### src/rtl/vrp_pkg.sv
`timescale 1ns / 1ps
// ----------------------------------------------------------------------------
// vrp_pkg
// Shared types and constants of the VLAN record pager.
// ----------------------------------------------------------------------------
package vrp_pkg;

    localparam int MAX_RECORDS = 64;
    localparam int MAX_CLIENTS = 16;
    localparam int REC_AW      = $clog2(MAX_RECORDS);
    localparam int CLI_AW      = (MAX_CLIENTS > 1) ? $clog2(MAX_CLIENTS) : 1;
    localparam int TOT_W       = $clog2(MAX_RECORDS + 1);

    typedef enum logic [2:0] {
        ST_RECORD     = 3'd0,
        ST_INVALID    = 3'd1,
        ST_NO_MORE    = 3'd2,
        ST_TABLE_FULL = 3'd3,
        ST_LOADED     = 3'd4,
        ST_STORE_FULL = 3'd5
    } status_t;

    typedef enum logic [1:0] {
        OP_LOAD    = 2'd0,
        OP_REQUEST = 2'd1,
        OP_REPLY   = 2'd2
    } op_t;

    // classified request handed from the front part to the back part
    typedef struct packed {
        op_t         op;
        status_t     status;
        logic [11:0] vlan;
        logic [47:0] mac;
        logic [31:0] ip;
        logic [15:0] port;
        logic [6:0]  count;
    } job_t;

    typedef enum logic [3:0] {
        BK_IDLE, BK_FIND, BK_SHIFT_RD, BK_SHIFT_WR, BK_PUT, BK_SCAN, BK_SCAN_END,
        BK_EMIT_RD, BK_EMIT, BK_REPLY, BK_CURSOR
    } back_state_t;

endpackage

### src/rtl/vrp_front.sv
`timescale 1ns / 1ps
// ----------------------------------------------------------------------------
// vrp_front
// Accepts input requests, checks the count and queues classified jobs.
// ----------------------------------------------------------------------------
module vrp_front
    import vrp_pkg::*;
(
    input  logic          aclk,
    input  logic          aresetn,
    input  logic          in_valid,
    output logic          in_ready,
    input  logic          in_command,
    input  logic [11:0]   in_vlan,
    input  logic [47:0]   in_mac,
    input  logic [31:0]   in_ip,
    input  logic [15:0]   in_port,
    input  logic [7:0]    in_count,
    input  logic [TOT_W-1:0] total,
    input  logic          busy,
    output logic          job_valid,
    input  logic          job_take,
    output job_t          job
);

    job_t q_reg [2];
    logic [1:0] cnt_reg;
    logic       rp_reg;
    logic       wp_reg;
    job_t       nj;
    logic       acc;
    logic       pend_reg;

    // one request in flight: the count test needs the total it leaves behind
    assign in_ready  = (cnt_reg == 2'd0) && !busy && !pend_reg;
    assign acc       = in_valid && in_ready;
    assign job_valid = cnt_reg != 2'd0;
    assign job       = q_reg[rp_reg];

    always_comb begin
        nj        = '0;
        nj.vlan   = in_vlan;
        nj.mac    = in_mac;
        nj.ip     = in_ip;
        nj.port   = in_port;
        nj.count  = in_count[6:0];
        if (!in_command) begin
            nj.op = OP_LOAD;
        end else if (in_count[7] || in_count == 8'd0) begin
            nj.op     = OP_REPLY;
            nj.status = ST_INVALID;
        end else if ({1'b0, in_count[6:0]} >= 8'(total)) begin
            nj.op     = OP_REPLY;
            nj.status = ST_NO_MORE;
        end else begin
            nj.op = OP_REQUEST;
        end
    end

    always_ff @(posedge aclk) begin
        if (acc) begin
            q_reg[wp_reg] <= nj;
        end
        if (!aresetn) begin
            cnt_reg  <= '0;
            rp_reg   <= 1'b0;
            wp_reg   <= 1'b0;
            pend_reg <= 1'b0;
        end else begin
            if (acc) begin
                wp_reg <= !wp_reg;
            end
            if (job_take) begin
                rp_reg <= !rp_reg;
            end
            cnt_reg  <= cnt_reg + 2'(acc) - 2'(job_take);
            pend_reg <= acc;
        end
    end

endmodule

### config.mk
export PLATFORM = sky130hd
export DESIGN_NAME = vrp_front
export DESIGN_NICKNAME = d
export VERILOG_FILES = /design/src/rtl/vrp_pkg.sv /design/src/rtl/vrp_front.sv
export SDC_FILE = /design/constraint.sdc
export NUM_CORES = 1
export LEC_CHECK = 0
export BUFFER_PORTS_ARGS = -buffer_cell sky130_fd_sc_hd__buf_2
export CAP_MARGIN = 20
export CORE_MARGIN = 5
export CORE_UTILIZATION = 52
export DETAILED_ROUTE_END_ITERATION = 10
export PLACE_DENSITY = 0.88
export SYNTH_ARGS = -nofsm -noshare
export SYNTH_HDL_FRONTEND = slang
export SYNTH_SLANG_ARGS = --single-unit
export TNS_END_PERCENT = 50
### constraint.sdc
create_clock -name aclk -period 9.3 [get_ports aclk]
set_input_delay 1.86 -clock aclk [delete_from_list [all_inputs] [get_ports aclk]]
set_output_delay 1.86 -clock aclk [all_outputs]
set_load 0.02 [all_outputs]
### Word-level counts from Yosys, hierarchy flattened

Memories as Yosys holds them, arrays and structs flattened. A register that Yosys moved wholly into a read port is not among the register bits.
Cells that the tools add are included.

* bits in registers: 5
* bits in writable memories: 240
* output and inout bits: 122
* word-level logic and storage cells: 28
* memories kept: 1

* add/sub/neg operators: 2
* order comparisons: 1
* mux-type cells: 9
* reduce and logical (&&, ||, !) cells: 11

Memories
* q_reg: depth 2, width 120, rd ports 1, clocked after Yosys merged registers in 1, wr ports 1, RTL line vrp_front.sv:26 `job_t q_reg [2];`

Operator list (number)
* $logic_not A8 Y1: 1
* $ge A7 B7 Y1: 1
* $mux W2: 3
* $mux W5: 1
* $logic_not A1 Y1: 4
* $mux W1: 4
* $logic_and A1 B1 Y1: 3
* $mux W3: 1
* $add A2 B1 Y2: 1
* $logic_not A2 Y1: 1
* $reduce_bool A2 Y1: 1
* $sub A2 B1 Y2: 1
* $logic_or A1 B1 Y1: 1

### Depth between registers and ports, before layout

Gate-level depths: netlist (run 1).

* depth after elaboration: 6
* depth in mapped cells: 8
* depth with buffers taken out: 8

### Worst setup path before layout (run 1)

OpenSTA, ideal clock, no wires.

* path type: input to register
* from: input port busy
* to: memory q_reg[0][0] (netlist name), enable pin
* library setup time: 0.599 ns
* arrival: 7.305 ns
* data required time: 8.701 ns
* setup slack: 1.396 ns
* cell stages on the path: 3
* cell sequence: nor4_4 > nand2_2 > nor2_1

* cells in the longest elaborated chain, start to end: 6

RTL lines
* start, declared: RTL line vrp_front.sv:20 `input logic busy,`
* $logic_not A1 Y1: RTL line vrp_front.sv:35 `assign in_ready = (cnt_reg == 2'd0) && !busy && !pend_reg;`
* $logic_and A1 B1 Y1 (2 in a row): RTL line vrp_front.sv:35
* $logic_and A1 B1 Y1: RTL line vrp_front.sv:36 `assign acc = in_valid && in_ready;`
* $mux W1: RTL line vrp_front.sv:61 `if (acc) begin`
* $mux W1 (implied by the code): RTL line vrp_front.sv:62 `q_reg[wp_reg] <= nj;`
* end, declared: RTL line vrp_front.sv:26

No other way between the ends.

==> results.sh, run 1 <==
export IMPL_status="complete, no violations"
export IMPL_grt_pass1_wl_um=26900
export IMPL_num_fill_cells=1176
export IMPL_max_reg_flops=238
export IMPL_synth_async_reset_ratio_pct=0
export IMPL_insertedDiodeCount=0
export IMPL_power_density_nw_per_um2=223
export IMPL_drt_first_pass_iters=4
export IMPL_p_leak_uw=0.00419
export IMPL_report_final_hold_viol_count=0
export IMPL_final_util_pct=65.4
export IMPL_total_via_count_in_the_routed_design=4758
export IMPL_irDropWorstVdd_mv=0.145
export IMPL_post_cts_resize_count=0
export IMPL_timing_critical_path_from_type="register"
export IMPL_grt_antenna_before_repair=0
export IMPL_share_of_the_cycle_needed_by_the_critical_path_after_routing_pct=49.5
export IMPL_floorplan_rows=48
export IMPL_grt_pass1_vias=5236
export IMPL_pin_count_of_the_biggest_net_entering_global_routing=69
export IMPL_route_antenna_remaining_nets=0
export IMPL_synth_flop_cell="edfxtp_1"
export IMPL_worst_skew_pair_late_latency_ps=490
export IMPL_cts_repair_timing_setup_buffer_count=0
export IMPL_timing_clock_skew_ps=10.1
export IMPL_min_path_type="reg -> reg"
export IMPL_syn_cell_area_sq_um=9040
export IMPL_max_cap_violations=0
export IMPL_totalNegativeSetupSlack_ps=0
export IMPL_worst_setup_hold_path_clk_slew_ps=60
export IMPL_final_max_slew_violation_count=0
export IMPL_placedInstanceArea_sq_um=10500
export IMPL_critical_path_endpoint_type="output pin"
export IMPL_number_of_flops_mapped_to_enable_cells_by_yosys=238
export IMPL_yosys_warnings=0
export IMPL_cp_arrival_ps=2740
export IMPL_routed_wire_length_per_instance_um=18.9
export IMPL_placed_cells=890
export IMPL_worstPathRequired_ps=7440
export IMPL_clock_root_buffer="clkbuf_16"
export IMPL_flow_area_growth_from_synthesis_pct=24.3
export IMPL_drcViolationCount=0
export IMPL_cts_sinks=244
export IMPL_report_power_total_uw=2500
export IMPL_core_region_area_sq_um=17200
export IMPL_h_tree_depth=1
export IMPL_drt_first_iter_violations=219
export IMPL_max_clock_freq_mhz=217
export IMPL_detailed_place_hpwl_um=12000
export IMPL_stdcell_area_sq_um=11200
export IMPL_cts_hold_buf=0
export IMPL_avgSynthCellArea_sq_um=21.2
export IMPL_setup_repair_after_global_routing_missed_its_margin="no"
export IMPL_gate_count_of_the_mapped_netlist=426
export IMPL_reg_to_reg_setup_timing_slack_ps=6630
export IMPL_drt_vias_per_instance=5.10
export IMPL_cts_buffer_depth=3
export IMPL_worst_slew_pin_slew_ps=875
export IMPL_die_x_um=142
export IMPL_io_pins=251
export IMPL_post_route_min_period_ps=4600
export IMPL_synth_ff_latch_count=244
export IMPL_finish_net_count=829
export IMPL_crit_type="reg -> out"
export IMPL_crit_path_max_fanout=65
export IMPL_synth_yosys_seq_area_share_pct=80.4
export IMPL_finalNonFillerCells=933
export IMPL_die_height_um=142
export IMPL_final_weighted_congestion_of_routability_driven_global_placement=0.771
export IMPL_die_area_sq_um=20100
export IMPL_finalSetupViolCount=0
export IMPL_synth_cell_types=28
export IMPL_layout_common_cells="buf_2, edfxtp_1, mux2_2"
export IMPL_cts_tree="yes"
export IMPL_initial_core_util_pct=52.6
export IMPL_post_route_cells_drive_above_1_share_pct=57.5
export IMPL_mostFrequentLayoutCell="buf_2"
export IMPL_mappedNetlistNets=564
export IMPL_relSlewSlack_pct=41.7
export IMPL_num_cts_buffers=24
export IMPL_overflow=0
export IMPL_globalRouteTotalUtil_pct=16.9
export IMPL_overall_routed_net_length_um=17600
export IMPL_io_buffer_count=249
[routing by layer]
metal	global-route usage (%)	up-vias	share of wire, %
li1	-	2203	-
met1	20.8	2319	38
met2	29.4	201	51
met3	4.31	35	8.9
met4	5.51	0	2.4
met5	0	-	0
[power by group]
group / switching (uW) / internal [uW] / total [uW]
Clock: 366 / 493 / 859
Combinational: 197 / 133 / 331
Sequential: 26.7 / 1280 / 1310
Total: 590 / 1910 / 2500
[cell usage after synthesis (2+ instances only)]
cell	count	area share, %
edfxtp_1	238	79
mux2_2	119	15
buf_2	13	0.72
ha_1	9	1.2
inv_1	8	0.33
dfxtp_1	6	1.3
and2_1	5	0.35
a21oi_1	3	0.17
xnor2_1	3	0.29
and3_2	2	0.17
nand2_1	2	0.083
nor2_1	2	0.083
[metrics by stage]
step	hold slack, ps	worst slack (ps)
4_1_cts	592	4680
5_1_grt	605	4550
3_5_place_dp	578	5040
2_1_floorplan	555	1400
6_report	584	4700
3_3_place_gp	564	5050
[path summary, 6_finish.rpt]
kind,from,end,depth (start not counted)
hold reg to reg,rp_reg,register,2
setup / recovery,register,job[88],3
hold / removal,rp_reg,register,2
setup reg to reg,cnt_reg[1],q_reg[1][77],3
[logic make-up after synthesis]
group,synth area share (%)
flops,80.4
mux,14.8
buf+inv,1.13
simple gates,1.45
fa+ha+maj,1.25
compound gates,0.526
xor+xnor,0.388
other cells,0.0415
[critical path: stages, from the launching register on]
cell and delay [ps]:
dfxtp_4 800, buf_4 760, mux2_2 420, buf_2 160
[area by class of cell]
cell class / instances / area [sq um] / area share (%)
clock inverters: 7 / 31.3 / 0.278
inverters: 8 / 30.0 / 0.267
multi-input cells: 160 / 1680 / 15.0
flip-flops and latches: 244 / 7270 / 64.7
repair buffers: 253 / 1280 / 11.4
clock buffers: 36 / 667 / 5.93
well taps: 225 / 282 / 2.51
No activity file was read; power rests on OpenSTA's default activity.
==> inputs of run 2 (changes only) <==
Settings changed: CORE_UTILIZATION 52 to 47, PLACE_DENSITY 0.88 to 0.85.
Clock period 9.3 ns to 4 ns, I/O delays scaled along.
==> results.sh, run 2 (synthesis gave the netlist of run 1 again) <==
export IMPL_grt_pass1_wl_um=26800
export IMPL_initial_core_util_pct=48.0
export IMPL_die_area_sq_um=22100
export IMPL_reg_to_reg_setup_timing_slack_ps=1950
export IMPL_grt_pass1_vias=5146
export IMPL_mostFrequentLayoutCell="buf_2"
export IMPL_final_max_slew_violation_count=0
export IMPL_cts_repair_timing_setup_buffer_count=0
export IMPL_finalNonFillerCells=975
export IMPL_io_buffer_count=249
export IMPL_finish_net_count=832
export IMPL_total_via_count_in_the_routed_design=4764
export IMPL_report_final_hold_viol_count=0
export IMPL_overall_routed_net_length_um=17400
export IMPL_drcViolationCount=0
export IMPL_totalNegativeSetupSlack_ps=0
export IMPL_post_route_cells_drive_above_1_share_pct=58.3
export IMPL_io_pins=251
export IMPL_floorplan_rows=50
export IMPL_crit_slowest_cell="dfxtp_4"
export IMPL_num_cts_buffers=26
export IMPL_critical_path_endpoint_type="output pin"
export IMPL_num_fill_cells=1385
export IMPL_seqCellArea_sq_um=7270
export IMPL_min_path_type="in -> reg"
export IMPL_cp_arrival_ps=2260
export IMPL_final_util_pct=60.5
export IMPL_cts_tree="yes"
export IMPL_share_of_the_cycle_needed_by_the_critical_path_after_routing_pct=76.6
export IMPL_fin_hold_ws_ps=478
export IMPL_worst_skew_pair_late_latency_ps=500
export IMPL_worstPathRequired_ps=3200
export IMPL_post_cts_resize_count=0
export IMPL_worst_slew_pin_slew_ps=834
export IMPL_drt_first_pass_iters=4
export IMPL_critPathMaxStageDelay_ps=690
export IMPL_drt_vias_per_instance=4.89
export IMPL_layout_common_cells="buf_2, edfxtp_1, mux2_2"
export IMPL_core_region_area_sq_um=18800
export IMPL_clock_root_buffer="clkbuf_16"
export IMPL_finalSetupViolCount=0
export IMPL_grt_antenna_before_repair=3
export IMPL_p_leak_uw=0.00425
export IMPL_overflow=0
export IMPL_routed_wire_length_per_instance_um=17.9
export IMPL_setup_repair_after_global_routing_missed_its_margin="no"
export IMPL_max_cap_violations=0
export IMPL_worst_setup_hold_path_clk_slew_ps=60
export IMPL_h_tree_depth=1
export IMPL_max_reg_flops=238
export IMPL_timing_clock_skew_ps=8.54
export IMPL_route_antenna_remaining_nets=0
export IMPL_cp_cell_sequence="buf_4 > mux2_2 > buf_2"
export IMPL_die_height_um=149
export IMPL_post_route_min_period_ps=3060
export IMPL_die_x_um=149
export IMPL_flow_area_growth_from_synthesis_pct=26.0
export IMPL_irDropWorstVdd_mv=0.374
export IMPL_pin_count_of_the_biggest_net_entering_global_routing=120
export IMPL_drt_first_iter_violations=175
export IMPL_detailed_place_hpwl_um=11800
export IMPL_crit_path_max_fanout=39
export IMPL_final_weighted_congestion_of_routability_driven_global_placement=0.753
export IMPL_placed_cells=926
export IMPL_cts_buffer_depth=3
export IMPL_timing_critical_path_from_type="register"
export IMPL_cts_sinks=244
export IMPL_relSlewSlack_pct=44.4
export IMPL_power_density_nw_per_um2=522
export IMPL_crit_type="reg -> out"
export IMPL_status="complete, no violations"
export IMPL_total_area_of_multi_input_combinational_cells_sq_um=1680
export IMPL_report_power_total_uw=5950
export IMPL_max_clock_freq_mhz=326
export IMPL_globalRouteTotalUtil_pct=15.3
export IMPL_cts_hold_buf=0
==> run 2: changes by cell type in the layout (fill, tap and decap cells not counted), moves of 2 or more <==
cell	delta
buf_12	+2
clkinv_1	+4
clkbuf_16	+2
clkinv_2	+5
clkbuf_1	-7
==> run 2: worst paths after layout <==
path | from | endpoint | cells after the start
hold / removal | in_ip[4] | q_reg[0][27] | 1
setup reg to reg | cnt_reg[1] | q_reg[0][109] | 4
hold reg to reg | rp_reg | register | 2
setup / recovery | register | job[103] | 3
==> run 2: power breakdown <==
part	leakage, uW	internal, uW	switching, uW
Sequential	0.00222	2990	55.2
Combinational	0.00166	314	459
Clock	0.000381	1230	908
Total	0.00425	4530	1420
==> run 2: final cells by class <==
type | count | share of cell area (%)
flip-flops and latches | 244 | 63.8
multi-input cells | 160 | 14.8
repair buffers | 254 | 11.5
clock buffers | 31 | 6.06
well taps | 260 | 2.86
clock inverters | 17 | 0.725
inverters | 8 | 0.264
diodes | 1 | 0.0220
==> run 2: layer usage <==
| layer | track usage [%] | vias to the layer above | share of wire [%] |
|---|---|---|---|
| met5 | 0 | - | 0.23 |
| met1 | 18.7 | 2302 | 38 |
| met2 | 26.0 | 197 | 50 |
| li1 | - | 2221 | - |
| met3 | 4.51 | 40 | 9.0 |
| met4 | 5.31 | 4 | 2.5 |
==> run 2: stage by stage <==
stage,area [sq um],worst slack [ps]
after floorplan,9050,491
after global placement,10600,1480
after detailed placement,10600,1410
after CTS,11400,874
after global routing,11400,818
final,11400,937
==> run 2: worst max-delay path: cells and delay by family (launching register included) <==
kind                   cells  cell delay [ps]
buffers and inverters      2              640
DFF                        1              690
muxes                      1              390
